===== config.mk =====
export PLATFORM = sky130hd
export DESIGN_NAME = mrc_queue
export DESIGN_NICKNAME = d
export VERILOG_FILES = /design/src/rtl/memory_request_classifier_unit_defines.svh /design/src/rtl/mrc_pkg.sv /design/src/rtl/mrc_queue.sv
export SDC_FILE = /design/constraint.sdc
export NUM_CORES = 2
export LEC_CHECK = 0
export ABC_CLOCK_PERIOD_IN_PS = 6900
export BUFFER_PORTS_ARGS = -buffer_cell sky130_fd_sc_hd__buf_2
export CAP_MARGIN = 5
export CORE_AREA = 2 2 594 832
export CTS_CLUSTER_DIAMETER = 150
export CTS_CLUSTER_SIZE = 40
export DETAILED_ROUTE_END_ITERATION = 12
export DIE_AREA = 0 0 596 834
export SYNTH_ARGS = -nofsm -noshare
export SYNTH_HDL_FRONTEND = slang
export SYNTH_MEMORY_MAX_BITS = 65536
export SYNTH_SLANG_ARGS = --single-unit

===== constraint.sdc =====
create_clock -name clk -period 6.9 [get_ports clk]
set_input_delay 1.035 -clock clk [delete_from_list [all_inputs] [get_ports clk]]
set_output_delay 1.035 -clock clk [all_outputs]
set_load 0.02 [all_outputs]

===== src/rtl/memory_request_classifier_unit_defines.svh =====
// Assertion macros shared by the memory request classifier.
`ifndef MEMORY_REQUEST_CLASSIFIER_UNIT_DEFINES_SVH
`define MEMORY_REQUEST_CLASSIFIER_UNIT_DEFINES_SVH

// Same-cycle implication, checked on every rising edge outside reset.
`define MRC_ASSERT_IMPL(label, ante, cons, msg) \
    label: assert property (@(posedge clk) disable iff (!rst_n) (ante) |-> (cons)) \
        else $error(msg);

// Next-cycle implication, checked on every rising edge outside reset.
`define MRC_ASSERT_NEXT(label, ante, cons, msg) \
    label: assert property (@(posedge clk) disable iff (!rst_n) (ante) |=> (cons)) \
        else $error(msg);

`endif


===== src/rtl/mrc_pkg.sv =====
// Types, codes and constants of the memory request classifier.
package mrc_pkg;

    localparam logic [3:0] OP_H2D       = 4'd0;
    localparam logic [3:0] OP_D2H       = 4'd1;
    localparam logic [3:0] OP_LOAD      = 4'd2;
    localparam logic [3:0] OP_STORE     = 4'd3;
    localparam logic [3:0] OP_ADD       = 4'd4;
    localparam logic [3:0] OP_BARRIER   = 4'd9;
    localparam logic [3:0] OP_NTT       = 4'd10;
    localparam logic [3:0] OP_INTT      = 4'd11;

    localparam logic MODE_FABRIC  = 1'b0;
    localparam logic MODE_COMPUTE = 1'b1;

    localparam logic [1:0] ACT_COMPLETE = 2'd0;
    localparam logic [1:0] ACT_COMPUTE  = 2'd1;
    localparam logic [1:0] ACT_MEMORY   = 2'd2;

    localparam logic STATUS_OK      = 1'b0;
    localparam logic STATUS_INVALID = 1'b1;

    localparam logic [2:0] REG_CAPACITY   = 3'd0;
    localparam logic [2:0] REG_BURST      = 3'd1;
    localparam logic [2:0] REG_BASE       = 3'd2;
    localparam logic [2:0] REG_CPB        = 3'd3;
    localparam logic [2:0] REG_CMP_DELAY  = 3'd4;
    localparam logic [2:0] REG_RET_DELAY  = 3'd5;
    localparam logic [2:0] REG_TWIDDLE_EN = 3'd6;
    localparam logic [2:0] REG_CHANNELS   = 3'd7;

    localparam logic [24:0] DEFAULT_POLY_DEGREE = 25'd8192;
    localparam logic [32:0] TW_ELEM_BYTES       = 33'd4;

    localparam int DIV_BITS   = 48;
    localparam int DIV_STEPS  = 4;
    localparam int DIV_STAGES = DIV_BITS / DIV_STEPS;

    localparam logic [42:0] CYCLES_MAX = 43'h00FF_FFFF_FFFF;

    typedef struct packed {
        logic        mode;
        logic [3:0]  opcode;
        logic [47:0] mem_address;
        logic [31:0] byte_count;
        logic [24:0] elem_count;
        logic [24:0] poly_deg;
        logic [47:0] twiddle_addr;
    } req_t;

    typedef struct packed {
        logic [1:0]  action;
        logic        status;
        logic [7:0]  channel;
        logic [39:0] cycles;
        logic [47:0] access_address;
        logic [31:0] access_bytes;
        logic        needs_ready;
        logic        marks_valid;
        logic        then_compute;
        logic        then_fabric;
    } rsp_t;

    typedef struct packed {
        logic [47:0] capacity;
        logic [15:0] burst;
        logic [15:0] base;
        logic [7:0]  cpb;
        logic [15:0] cmp_delay;
        logic [15:0] ret_delay;
        logic        twiddle_en;
        logic [8:0]  chans;
    } cfg_t;

    typedef struct packed {
        logic        is_mem;
        logic [1:0]  action;
        logic        status;
        logic [15:0] delay;
        logic [47:0] addr;
        logic [32:0] bytes;
        logic [3:0]  flags;
        logic [47:0] da;
        logic [47:0] db;
        logic [15:0] ra;
        logic [15:0] rb;
        logic [8:0]  rc;
        logic [33:0] qb;
    } item_t;

    function automatic logic fits(input logic [47:0] addr, input logic [32:0] bytes,
                                  input logic [47:0] cap);
        logic [47:0] room;
        room = cap - addr;
        return (addr <= cap) && ({15'd0, bytes} <= room);
    endfunction

endpackage


===== src/rtl/mrc_queue.sv =====
// Result queue between the front pipeline and the output channel.
module mrc_queue import mrc_pkg::*; #(
    parameter int DEPTH = 32
) (
    input  logic clk,
    input  logic rst_n,
    input  logic push,
    input  rsp_t push_data,
    input  logic pop,
    output logic head_valid,
    output rsp_t head_data
);

    localparam int PW = (DEPTH > 1) ? $clog2(DEPTH) : 1;
    localparam int CW = $clog2(DEPTH + 1);

    rsp_t          mem [DEPTH];
    logic [PW-1:0] head_reg;
    logic [PW-1:0] head_next;
    logic [PW-1:0] tail_reg;
    logic [PW-1:0] tail_next;
    logic [CW-1:0] count_reg;
    logic [CW-1:0] count_next;
    logic          out_valid_reg;
    logic          out_valid_next;
    rsp_t          out_data_reg;
    logic          slot_free;
    logic          load_mem;
    logic          load_push;
    logic          write_mem;

    // The output register holds the head beat; the memory holds the beats behind it.
    always_comb
    begin
        slot_free  = !out_valid_reg || pop;
        load_mem   = slot_free && (count_reg != '0);
        load_push  = slot_free && (count_reg == '0) && push;
        write_mem  = push && !load_push;
        head_next  = head_reg;
        tail_next  = tail_reg;
        count_next = count_reg;
        if (write_mem)
        begin
            tail_next = (tail_reg == PW'(DEPTH - 1)) ? '0 : tail_reg + PW'(1);
        end
        if (load_mem)
        begin
            head_next = (head_reg == PW'(DEPTH - 1)) ? '0 : head_reg + PW'(1);
        end
        if (write_mem && !load_mem)
        begin
            count_next = count_reg + CW'(1);
        end
        else if (load_mem && !write_mem)
        begin
            count_next = count_reg - CW'(1);
        end
        out_valid_next = slot_free ? (load_mem || load_push) : out_valid_reg;
    end

    always_ff @(posedge clk or negedge rst_n)
    begin
        if (!rst_n)
        begin
            head_reg      <= '0;
            tail_reg      <= '0;
            count_reg     <= '0;
            out_valid_reg <= 1'b0;
        end
        else
        begin
            head_reg      <= head_next;
            tail_reg      <= tail_next;
            count_reg     <= count_next;
            out_valid_reg <= out_valid_next;
        end
    end

    always_ff @(posedge clk)
    begin
        if (write_mem)
        begin
            mem[tail_reg] <= push_data;
        end
        if (load_mem)
        begin
            out_data_reg <= mem[head_reg];
        end
        else if (load_push)
        begin
            out_data_reg <= push_data;
        end
    end

    assign head_valid = out_valid_reg;
    assign head_data  = out_data_reg;

endmodule


==> flow_metrics.py <==
metrics = {
    "clock_tree": {
        "insertion_delay_ns": 0.95,
        "postCtsSetupRepairBufs": 0,
        "cts_max_path_buffers": 4,
        "post_cts_resize_count": 0,
        "tritoncts": "done",
        "clk_pin_slew_ns": 0.14,
        "cts_sinks": 4472,
        "htreeDepth": 4,
        "postCtsHoldBufs": 0,
        "ctsRootBufferMaster": "clkbuf_16",
        "cts_buffers": 139,
    },
    "global_routing": {
        "grt_pass1_vias": 82400,
        "gr-usage-all-layers_pct": 17.26,
        "overflow": 0,
        "grt_pass1_wl_um": 621100,
        "antenna_found_initial": 97,
        "grt_max_degree": 152,
    },
    "outcome": {
        "status": "completed",
    },
    "sta": {
        "relSlewSlack_pct": 7.607,
        "worst_pin_slew_ns": 1.383,
        "max_freq_mhz": 235.8,
        "fin_skew_ns": 0.07949,
        "drv_slew": 0,
        "post-route-min-period_ns": 4.240,
        "final_hold_viol_count": 0,
        "timing.hold.ws_ns": 0.07991,
        "rsz0062_at_grt": "no",
        "fin_crit_sh_pct": 61.46,
        "setup_viol": 0,
    },
    "layout": {
        "fin_nets": 8195,
        "drive_above_1_share_pct": 19.48,
        "largest_reg_flops": 4320,
        "fin_cells": 14540,
        "fillCellCount": 43780,
        "area_growth_pct": 8.080,
    },
    "floorplan": {
        "fp.dieH_um": 834,
        "dieArea_mm2": 0.4971,
        "die_w_um": 596,
        "start_util_pct": 34.95,
        "io_pins": 275,
        "core-area_mm2": 0.4891,
        "rows": 304,
    },
    "critical_path": {
        "r2r_cells": 7,
        "r2r-start": "head_reg[1]",
        "r2r_end": "head_data[25]",
        "end_kind": "flop",
        "cp_max_fo": 55,
        "crit_required_ns": 7.50,
        "r2r_slack_ns": 2.66,
        "startpoint_type": "flop",
        "arrival_ns": 4.84,
        "path_class": "flop to flop",
    },
    "power_and_ir_drop": {
        "powerDensity_mw_per_mm2": 328.2,
        "finalPower_mw": 60.63,
        "p_leak_nw": 56.43,
        "max-vdd-ir-drop_mv": 0.3344,
    },
    "placement": {
        "place_hpwl_um": 245300,
        "numPortBuffers": 274,
        "placed_cells": 14330,
        "place_congestion": 0.7669,
    },
    "routing": {
        "routed-via-count": 79950,
        "drt-total-wl_um": 438700,
        "remaining_drc_errors": 0,
        "wire_per_inst_um": 30.18,
        "via_per_inst": 5.500,
        "drtPass1Iterations": 5,
        "drt_iter0_markers": 7727,
        "ant_nets": 0,
    },
    "synthesis": {
        "async_reset_ff_share_pct": 0.3801,
        "ys_seq_elements": 4472,
        "synthFlopType": "edfxtp_1",
        "seq_area_frac_synth_pct": 78.51,
        "synth_edf_count": 4455,
        "yosys_warnings": 0,
        "syn-num-nets": 8045,
        "yosysUniqueCellTypes": 43,
        "netlist_area_mm2": 0.1709,
        "postSynthAreaPerCell_um2": 21.66,
        "postSynthCellCount": 7894,
    },
    "min_path": {
        "hold_path.class": "input pin to asynchronous set/reset pin",
    },
    "flow_run": {
        "maxCapViolations": 0,
    },
}
==> power by group <==
| part | switching (mW) | internal (mW) |
|---|---|---|
| Sequential | 0.835 | 31.6 |
| Clock | 7.62 | 3.87 |
| Combinational | 10.1 | 6.64 |
==> cell families (layout without fill, tap and decap cells) <==
| group | Yosys count | count (layout) | share of synthesized area [%] |
|---|---|---|---|
| fa+ha+maj | 12 | 12 | 0.09222 |
| compound gates | 897 | 897 | 3.722 |
| mux | 1671 | 1671 | 15.34 |
| xor+xnor | 5 | 5 | 0.02562 |
| other cells | 0 | 36 | 0 |
| simple gates | 367 | 367 | 0.9237 |
| buf+inv | 470 | 649 | 1.388 |
| flops | 4472 | 4472 | 78.51 |
==> worst max-delay path, cell delays in order, from the launching register on <==
cell and delay, ns:
dfrtp_4 1.07, buf_12 0.41, buf_4 0.49, buf_4 0.53
mux2i_1 0.21, a22oi_1 0.21, a21oi_1 0.09, o41ai_1 0.86
==> metal layers <==
metal	part of all wire [%]	global-route usage (%)	routed length, um
met1	39	21.25	169500
met2	54	31.94	235600
met3	4.9	1.809	21370
met4	2.8	4.904	12170
met5	0.039	0	172
==> placed cells by master (no fill, tap or decap), types with 12 or more instances in the layout <==
master	n
o41ai_1	41
o31ai_1	26
o221ai_1	27
nor2_1	36
o22ai_1	178
a211oi_1	97
a221oi_1	27
buf_4	117
nor2_4	34
mux2i_1	782
a22oi_1	123
diode_2	36
a21oi_1	184
buf_2	274
dfrtp_1	12
clkbuf_1	20
edfxtp_1	4455
nand3_1	88
a211o_1	43
a22o_1	134
nand2_1	177
mux2_2	144
clkbuf_16	143
mux4_2	745
buf_12	82
==> per-stage QoR <==
stage                     util, %  TNS (ns)  setup slack (ns)  area [um^2]
after floorplan                 -  -4748.37            -1.088       170900
after global placement      36.98         0             2.032       180900
after detailed placement    36.98         0             2.112       180900
after CTS                   37.75         0             2.452       184700
after global routing        37.77         0             2.417       184700
final                       37.77         0             2.660       184800
==> cell type report <==
| class | instances | area (um^2) | share of cell area, % |
|---|---|---|---|
| clock buffer | 163 | 3654 | 1.977 |
| inverter | 6 | 22.52 | 0.01219 |
| antenna | 36 | 90.09 | 0.04876 |
| timing repair buffer | 473 | 3891 | 2.106 |
| clock inverter | 7 | 108.9 | 0.05892 |
| tap | 6426 | 8040 | 4.352 |
| sequential | 4472 | 134200 | 72.65 |
| multi-input combinational | 2952 | 34730 | 18.80 |
==> worst max path at each step <==
stage	to	start	slack, ns	depth (start not counted)
after detailed placement	mem[12][120]	pop	2.11	6
final	head_data[25]	head_reg[1]	2.66	7
after global placement	mem[12][112]	pop	2.03	6
after floorplan	mem[29][0]	pop	-1.09	4
after global routing	head_data[25]	head_reg[1]	2.42	7
after CTS	head_data[25]	head_reg[1]	2.45	7
==> Yosys cell counts (97+ instances only) <==
master	number	share of area [%]
a211oi_1	97	0.43
edfxtp_1	4455	78
a22oi_1	123	0.54
o22ai_1	178	0.65
mux2i_1	782	4.6
mux4_2	745	9.8
a21oi_1	184	0.54
buf_2	175	0.51
mux2_2	144	0.95
nand2_1	177	0.39
a22o_1	134	0.69
clkbuf_1	178	0.39
Power figures use the tool's default switching activity.
