===== src/rtl/memory_request_classifier_unit_defines.svh =====
// Assertion macros shared by the memory request classifier.
`ifndef MEMORY_REQUEST_CLASSIFIER_UNIT_DEFINES_SVH
`define MEMORY_REQUEST_CLASSIFIER_UNIT_DEFINES_SVH

// Same-cycle implication, checked on every rising edge outside reset.
`define MRC_ASSERT_IMPL(label, ante, cons, msg) \
    label: assert property (@(posedge clk) disable iff (!rst_n) (ante) |-> (cons)) \
        else $error(msg);

// Next-cycle implication, checked on every rising edge outside reset.
`define MRC_ASSERT_NEXT(label, ante, cons, msg) \
    label: assert property (@(posedge clk) disable iff (!rst_n) (ante) |=> (cons)) \
        else $error(msg);

`endif


===== src/rtl/mrc_pkg.sv =====
// Types, codes and constants of the memory request classifier.
package mrc_pkg;

    localparam logic [3:0] OP_H2D       = 4'd0;
    localparam logic [3:0] OP_D2H       = 4'd1;
    localparam logic [3:0] OP_LOAD      = 4'd2;
    localparam logic [3:0] OP_STORE     = 4'd3;
    localparam logic [3:0] OP_ADD       = 4'd4;
    localparam logic [3:0] OP_BARRIER   = 4'd9;
    localparam logic [3:0] OP_NTT       = 4'd10;
    localparam logic [3:0] OP_INTT      = 4'd11;

    localparam logic MODE_FABRIC  = 1'b0;
    localparam logic MODE_COMPUTE = 1'b1;

    localparam logic [1:0] ACT_COMPLETE = 2'd0;
    localparam logic [1:0] ACT_COMPUTE  = 2'd1;
    localparam logic [1:0] ACT_MEMORY   = 2'd2;

    localparam logic STATUS_OK      = 1'b0;
    localparam logic STATUS_INVALID = 1'b1;

    localparam logic [2:0] REG_CAPACITY   = 3'd0;
    localparam logic [2:0] REG_BURST      = 3'd1;
    localparam logic [2:0] REG_BASE       = 3'd2;
    localparam logic [2:0] REG_CPB        = 3'd3;
    localparam logic [2:0] REG_CMP_DELAY  = 3'd4;
    localparam logic [2:0] REG_RET_DELAY  = 3'd5;
    localparam logic [2:0] REG_TWIDDLE_EN = 3'd6;
    localparam logic [2:0] REG_CHANNELS   = 3'd7;

    localparam logic [24:0] DEFAULT_POLY_DEGREE = 25'd8192;
    localparam logic [32:0] TW_ELEM_BYTES       = 33'd4;

    localparam int DIV_BITS   = 48;
    localparam int DIV_STEPS  = 4;
    localparam int DIV_STAGES = DIV_BITS / DIV_STEPS;

    localparam logic [42:0] CYCLES_MAX = 43'h00FF_FFFF_FFFF;

    typedef struct packed {
        logic        mode;
        logic [3:0]  opcode;
        logic [47:0] mem_address;
        logic [31:0] byte_count;
        logic [24:0] elem_count;
        logic [24:0] poly_deg;
        logic [47:0] twiddle_addr;
    } req_t;

    typedef struct packed {
        logic [1:0]  action;
        logic        status;
        logic [7:0]  channel;
        logic [39:0] cycles;
        logic [47:0] access_address;
        logic [31:0] access_bytes;
        logic        needs_ready;
        logic        marks_valid;
        logic        then_compute;
        logic        then_fabric;
    } rsp_t;

    typedef struct packed {
        logic [47:0] capacity;
        logic [15:0] burst;
        logic [15:0] base;
        logic [7:0]  cpb;
        logic [15:0] cmp_delay;
        logic [15:0] ret_delay;
        logic        twiddle_en;
        logic [8:0]  chans;
    } cfg_t;

    typedef struct packed {
        logic        is_mem;
        logic [1:0]  action;
        logic        status;
        logic [15:0] delay;
        logic [47:0] addr;
        logic [32:0] bytes;
        logic [3:0]  flags;
        logic [47:0] da;
        logic [47:0] db;
        logic [15:0] ra;
        logic [15:0] rb;
        logic [8:0]  rc;
        logic [33:0] qb;
    } item_t;

    function automatic logic fits(input logic [47:0] addr, input logic [32:0] bytes,
                                  input logic [47:0] cap);
        logic [47:0] room;
        room = cap - addr;
        return (addr <= cap) && ({15'd0, bytes} <= room);
    endfunction

endpackage


===== src/rtl/mrc_cfg.sv =====
// Register file of the classifier behind its APB-style port.
module mrc_cfg import mrc_pkg::*; (
    input  logic        clk,
    input  logic        rst_n,
    input  logic        psel,
    input  logic        penable,
    input  logic        pwrite,
    input  logic [5:0]  paddr,
    input  logic [63:0] pwdata,
    output logic [63:0] prdata,
    output logic        pready,
    output cfg_t        cfg
);

    logic [47:0] capacity_reg;
    logic [15:0] burst_reg;
    logic [15:0] base_reg;
    logic [7:0]  cpb_reg;
    logic [15:0] cmp_delay_reg;
    logic [15:0] ret_delay_reg;
    logic        twiddle_en_reg;
    logic [8:0]  chans_reg;
    logic        wr;
    logic [2:0]  idx;

    assign pready = 1'b1;
    assign wr     = psel && penable && pwrite;
    assign idx    = paddr[5:3];

    always_ff @(posedge clk or negedge rst_n)
    begin
        if (!rst_n)
        begin
            capacity_reg   <= 48'd17179869184;
            burst_reg      <= 16'd64;
            base_reg       <= 16'd24;
            cpb_reg        <= 8'd2;
            cmp_delay_reg  <= 16'd2;
            ret_delay_reg  <= 16'd4;
            twiddle_en_reg <= 1'b0;
            chans_reg      <= 9'd16;
        end
        else if (wr)
        begin
            case (idx)
                REG_CAPACITY:   capacity_reg   <= pwdata[47:0];
                REG_BURST:      burst_reg      <= pwdata[15:0];
                REG_BASE:       base_reg       <= pwdata[15:0];
                REG_CPB:        cpb_reg        <= pwdata[7:0];
                REG_CMP_DELAY:  cmp_delay_reg  <= pwdata[15:0];
                REG_RET_DELAY:  ret_delay_reg  <= pwdata[15:0];
                REG_TWIDDLE_EN: twiddle_en_reg <= pwdata[0];
                REG_CHANNELS:   chans_reg      <= pwdata[8:0];
                default:        ;
            endcase
        end
    end

    always_comb
    begin
        case (idx)
            REG_CAPACITY:   prdata = {16'd0, capacity_reg};
            REG_BURST:      prdata = {48'd0, burst_reg};
            REG_BASE:       prdata = {48'd0, base_reg};
            REG_CPB:        prdata = {56'd0, cpb_reg};
            REG_CMP_DELAY:  prdata = {48'd0, cmp_delay_reg};
            REG_RET_DELAY:  prdata = {48'd0, ret_delay_reg};
            REG_TWIDDLE_EN: prdata = {63'd0, twiddle_en_reg};
            REG_CHANNELS:   prdata = {55'd0, chans_reg};
            default:        prdata = 64'd0;
        endcase
    end

    always_comb
    begin
        cfg.capacity   = capacity_reg;
        cfg.burst      = (burst_reg == 16'd0) ? 16'd1 : burst_reg;
        cfg.base       = (base_reg == 16'd0) ? 16'd1 : base_reg;
        cfg.cpb        = (cpb_reg == 8'd0) ? 8'd1 : cpb_reg;
        cfg.cmp_delay  = (cmp_delay_reg == 16'd0) ? 16'd1 : cmp_delay_reg;
        cfg.ret_delay  = (ret_delay_reg == 16'd0) ? 16'd1 : ret_delay_reg;
        cfg.twiddle_en = twiddle_en_reg;
        if (chans_reg == 9'd0)
        begin
            cfg.chans = 9'd1;
        end
        else if (chans_reg > 9'd256)
        begin
            cfg.chans = 9'd256;
        end
        else
        begin
            cfg.chans = chans_reg;
        end
    end

endmodule


===== config.mk =====
export PLATFORM = sky130hd
export DESIGN_NAME = mrc_cfg
export DESIGN_NICKNAME = d
export VERILOG_FILES = /design/src/rtl/memory_request_classifier_unit_defines.svh /design/src/rtl/mrc_pkg.sv /design/src/rtl/mrc_cfg.sv
export SDC_FILE = /design/constraint.sdc
export NUM_CORES = 1
export LEC_CHECK = 0
export ABC_AREA = 1
export BUFFER_PORTS_ARGS = -buffer_cell sky130_fd_sc_hd__buf_4
export CORE_AREA = 2 2 107 151
export DETAILED_ROUTE_END_ITERATION = 16
export DIE_AREA = 0 0 109 153
export PLACE_DENSITY = 0.74
export SLEW_MARGIN = 5
export SYNTH_ARGS = -nofsm -noshare
export SYNTH_HDL_FRONTEND = slang
export SYNTH_SLANG_ARGS = --single-unit

===== constraint.sdc =====
create_clock -name clk -period 1.4 [get_ports clk]
set_input_delay 0.14 -clock clk [delete_from_list [all_inputs] [get_ports clk]]
set_output_delay 0.14 -clock clk [all_outputs]
set_load 0.1 [all_outputs]

==> summary.md <==
| Metric | Value |
|---|---|
| Synth Area in XOR/XNOR | 0 |
| R2R Setup Slk | ~0.40 ns |
| Rel. slew slack | 0.655 |
| FF-to-FF path depth | 5 |
| FMAX | 0.549 GHz |
| Remaining global-route overflow | 0 |
| Routed WL | 29,200 um |
| Largest register FFs | 48 |
| Most frequent cells in the layout | buf_4 (215), nand2_1 (155), buf_6 (79), dfrtp_1 (75), inv_1 (72) |
| Hold path depth | 3 |
| Initial DRC count | 675 |
| Setup Skew | 0 ns |
| # setup viols final | 38 |
| Worst Slack Setup Final | -0.421 ns |
| Largest family of logic cells by synthesized area | simple AND/OR/NAND/NOR gates |
| Final hold vios | 0 |
| # fillers | 762 |
| Final core occ | 0.813 |
| Cells after Synth | 899 |
| Dpl cell area | 9540 um^2 |
| Area leader, netlist | dfrtp_1 |
| Switching share of power | 0.523 |
| Tmin final | 1.82 ns |
| Worst path cell trace | nor2_2, nand3_2, o21ai_4, inv_4, nor2_4, buf_12 |
| Net switching power | 12.7 mW |
| Tot Pwr | 24.2 mW |
| DIE AREA | 16,700 um^2 |
| Power Dens Cells | 1940 nW/um^2 |
| CTS tree | done |
| Comb pwr share | 0.575 |
| Met3 Usage GRT | 0.0644 |
| Area growth syn-to-layout | 83.6% |
| Failing checks | setup timing |
| Max-cap violations | 0 |
| Synth top area cells | dfrtp_1 (45%), nand2_1 (10%), nor2_1 (6.7%) |
| Routability congestion estimate | 0.885 |
| Worst-skew pair later-pin latency | 0.41 ns |
| Vias per cell | 5.41 |
| Critical path type | reg -> out |
| Dpl ws | -0.136 ns |
| Busiest grt layer | met2 |
| Initial Util | 0.443 |
| Worst EP required | 1.26 ns |
| Vias in the first global route | 7,514 |
| Synth unique cells | 30 |
| Yosys reg bits | 130 |
| First-pass GRT wire length | 39,400 um |
| Largest net degree at the start of global routing | 37 |
| Synth Area in Adders | 0 |
| Status | finished with violations |
| H-tree Lvls | 4 |
| # rows | 54 |
| # IOs | 270 |
| DRC | 0 |
| Share of the synthesized area in the top cell type | 0.449 |
| Hold Path Class | in -> reg |
| Synthesized area per cell | around 7.6 um^2 |
| Max-slew violation count | 0 |
| Die Y | about 150 um |
| Yosys warns | 0 |
| Reg-to-reg critical path startpoint | base_reg[9] |
| Worst Setup EP | cfg[7] |
| Worst Max-Slew Pin Slew | about 0.52 ns |
| Initial antenna violation count | 0 |
| Worst-path fanout max | 3 |
| Complex-gate fraction of the synthesized area | 0.118 |
| Reg2reg end | base_reg[9] |
| Inst Count DP | 1,300 |
| Post-synthesis mux area share | 0 |
| Die W | ~110 um |
| Clock sinks | 130 |
| Clock Tree Buf Depth | 2 |
| Total GRT Usage | 0.309 |
| Crit end category | primary output |
| WP data arrival | 1.68 ns |
| Tcrit/Tclk final | 1.30 |
| Clock Power Share | 0.194 |
| Pre-antenna DRT Iters | 6 |
| Dpl hpwl | 17,100 um |
| Design Area, Final | about 12,000 um^2 |
| Final Net Count | 1,294 |
| Register share of total power | 0.231 |
| LEAKAGE | 5.93 nW |
| CP max-delay cell | dfrtp_1 |
| Cts bufs inserted | 17 |
| Layout cells sized above 1 | 0.525 |
| Cell-internal power | 11.5 mW |
| RSZ-0062 raised after global routing | true |
| WL/cell | a little over 20 um |
| I/O Buffers | approximately 230 |
| CP Launch Point | chans_reg[5] |
| CTS Root Buffer Type | clkbuf_16 |
| Met1 Use GR | 0.323 |
| Clk slew on worst S/H paths | 0.05 ns |
| Met2 Use GR | 0.555 |
| Simple-gate portion of the synthesized area | 0.248 |
| Core ar. | about 15,000 um^2 |
| Cell Area, Synth | 6790 um^2 |
| Vias | 7,720 |
| Seq/Total Area, Yosys | 0.480 |
| CP Launch Type | flip-flop |
| Non-filler instance count after layout | between 1k and 1.5k |
| ANT nets after route | 0 |
| Most common cell after layout, fill and taps aside | buf_4 |
| Maximum vdd drop | 1.56 mV |
| CP max stage delay | roughly 0.40 ns |
| ANT cells | 0 |
## timing repair
item,CTS,global route
hold buffers,48,0
gates resized for setup,257,155
hold endpoints to repair,184,0
gates cloned,0,0
setup endpoints to repair,64,65
setup buffers,36,26
pin swaps,52,53
## metal layers
metal,vias up,routed length (um)
met5,-,0
met4,0,2160
met3,139,2290
met1,3688,9620
li1,3390,-
met2,503,15200
## kinds of logic (layout without fill, tap and decap cells)
logic type,count (synthesis),after routing
and+or+nand+nor,394,394
buffers and inverters,233,551
AOI/OAI and AO/OA,140,140
DFF,130,130
other,2,17
## worst max-delay path: cells and delay by family (launching register included)
kind                   cells  cell delay [ns]
AOI/OAI and AO/OA          1             0.21
buffers and inverters      2             0.26
and+or+nand+nor            3             0.40
DFF                        1             0.40
## power groups by stage
stage          logic [mW]  clock network, mW  registers (mW)
2_1_floorplan        6.83                  0            7.79
4_1_cts              12.9               4.67            5.46
3_3_place_gp         11.4                  0            5.49
5_1_grt              14.2               4.87            5.65
6_report             13.9               4.70            5.59
3_5_place_dp         11.5                  0            5.52
## synthesized netlist by cell type
| cell | n |
|---|---|
| o21ai_2 | 25 |
| a21oi_1 | 16 |
| o21ai_1 | 20 |
| nand4_1 | 39 |
| or2_1 | 1 |
| o21bai_1 | 1 |
| buf_2 | 19 |
| dfrtp_1 | 122 |
| clkbuf_1 | 77 |
| clkbuf_2 | 1 |
| buf_6 | 7 |
| a31o_2 | 1 |
| o21ai_0 | 77 |
| nor3_4 | 1 |
| nand2_2 | 3 |
| inv_2 | 4 |
| buf_1 | 3 |
| nand3b_1 | 1 |
| nor2_2 | 1 |
| nand3_2 | 2 |
| dfstp_2 | 8 |
| nand2_1 | 189 |
| conb_1 | 2 |
| buf_4 | 22 |
| nor3_1 | 2 |
| nor2_1 | 121 |
| nand3_1 | 31 |
| nand3_4 | 1 |
| nor2_4 | 2 |
| inv_1 | 100 |
## worst min-delay path by stage
stage | startpoint | end | slack (ns)
floorplan | rst_n | base_reg[0] | -0.16
global placement | rst_n | cmp_delay_reg[7] | 0.19
detailed placement | rst_n | cmp_delay_reg[7] | 0.19
CTS | pwdata[0] | twiddle_en_reg | 0.006
global route | pwdata[0] | twiddle_en_reg | 0.03
finish | pwdata[0] | twiddle_en_reg | 0.02
## layout make-up
cell class	instances	area (um^2)	share of cell area
repair buffers	415	4390	0.352
clock inverters	11	153	0.0122
multi-input cells	551	3400	0.273
flip-flops and latches	130	3400	0.273
clock buffers	21	470	0.0377
well taps	196	245	0.0197
inverters	104	410	0.0329
## stage by stage
stage,hold WS [ns],setup TNS (ns)
finish,0.0151,-8.09
global route,0.0264,-9.36
CTS,0.00580,-6.75
detailed placement,0.192,-2.06
global placement,0.190,-1.40
floorplan,-0.156,-3.85
(Power assumes the default switching activity.)
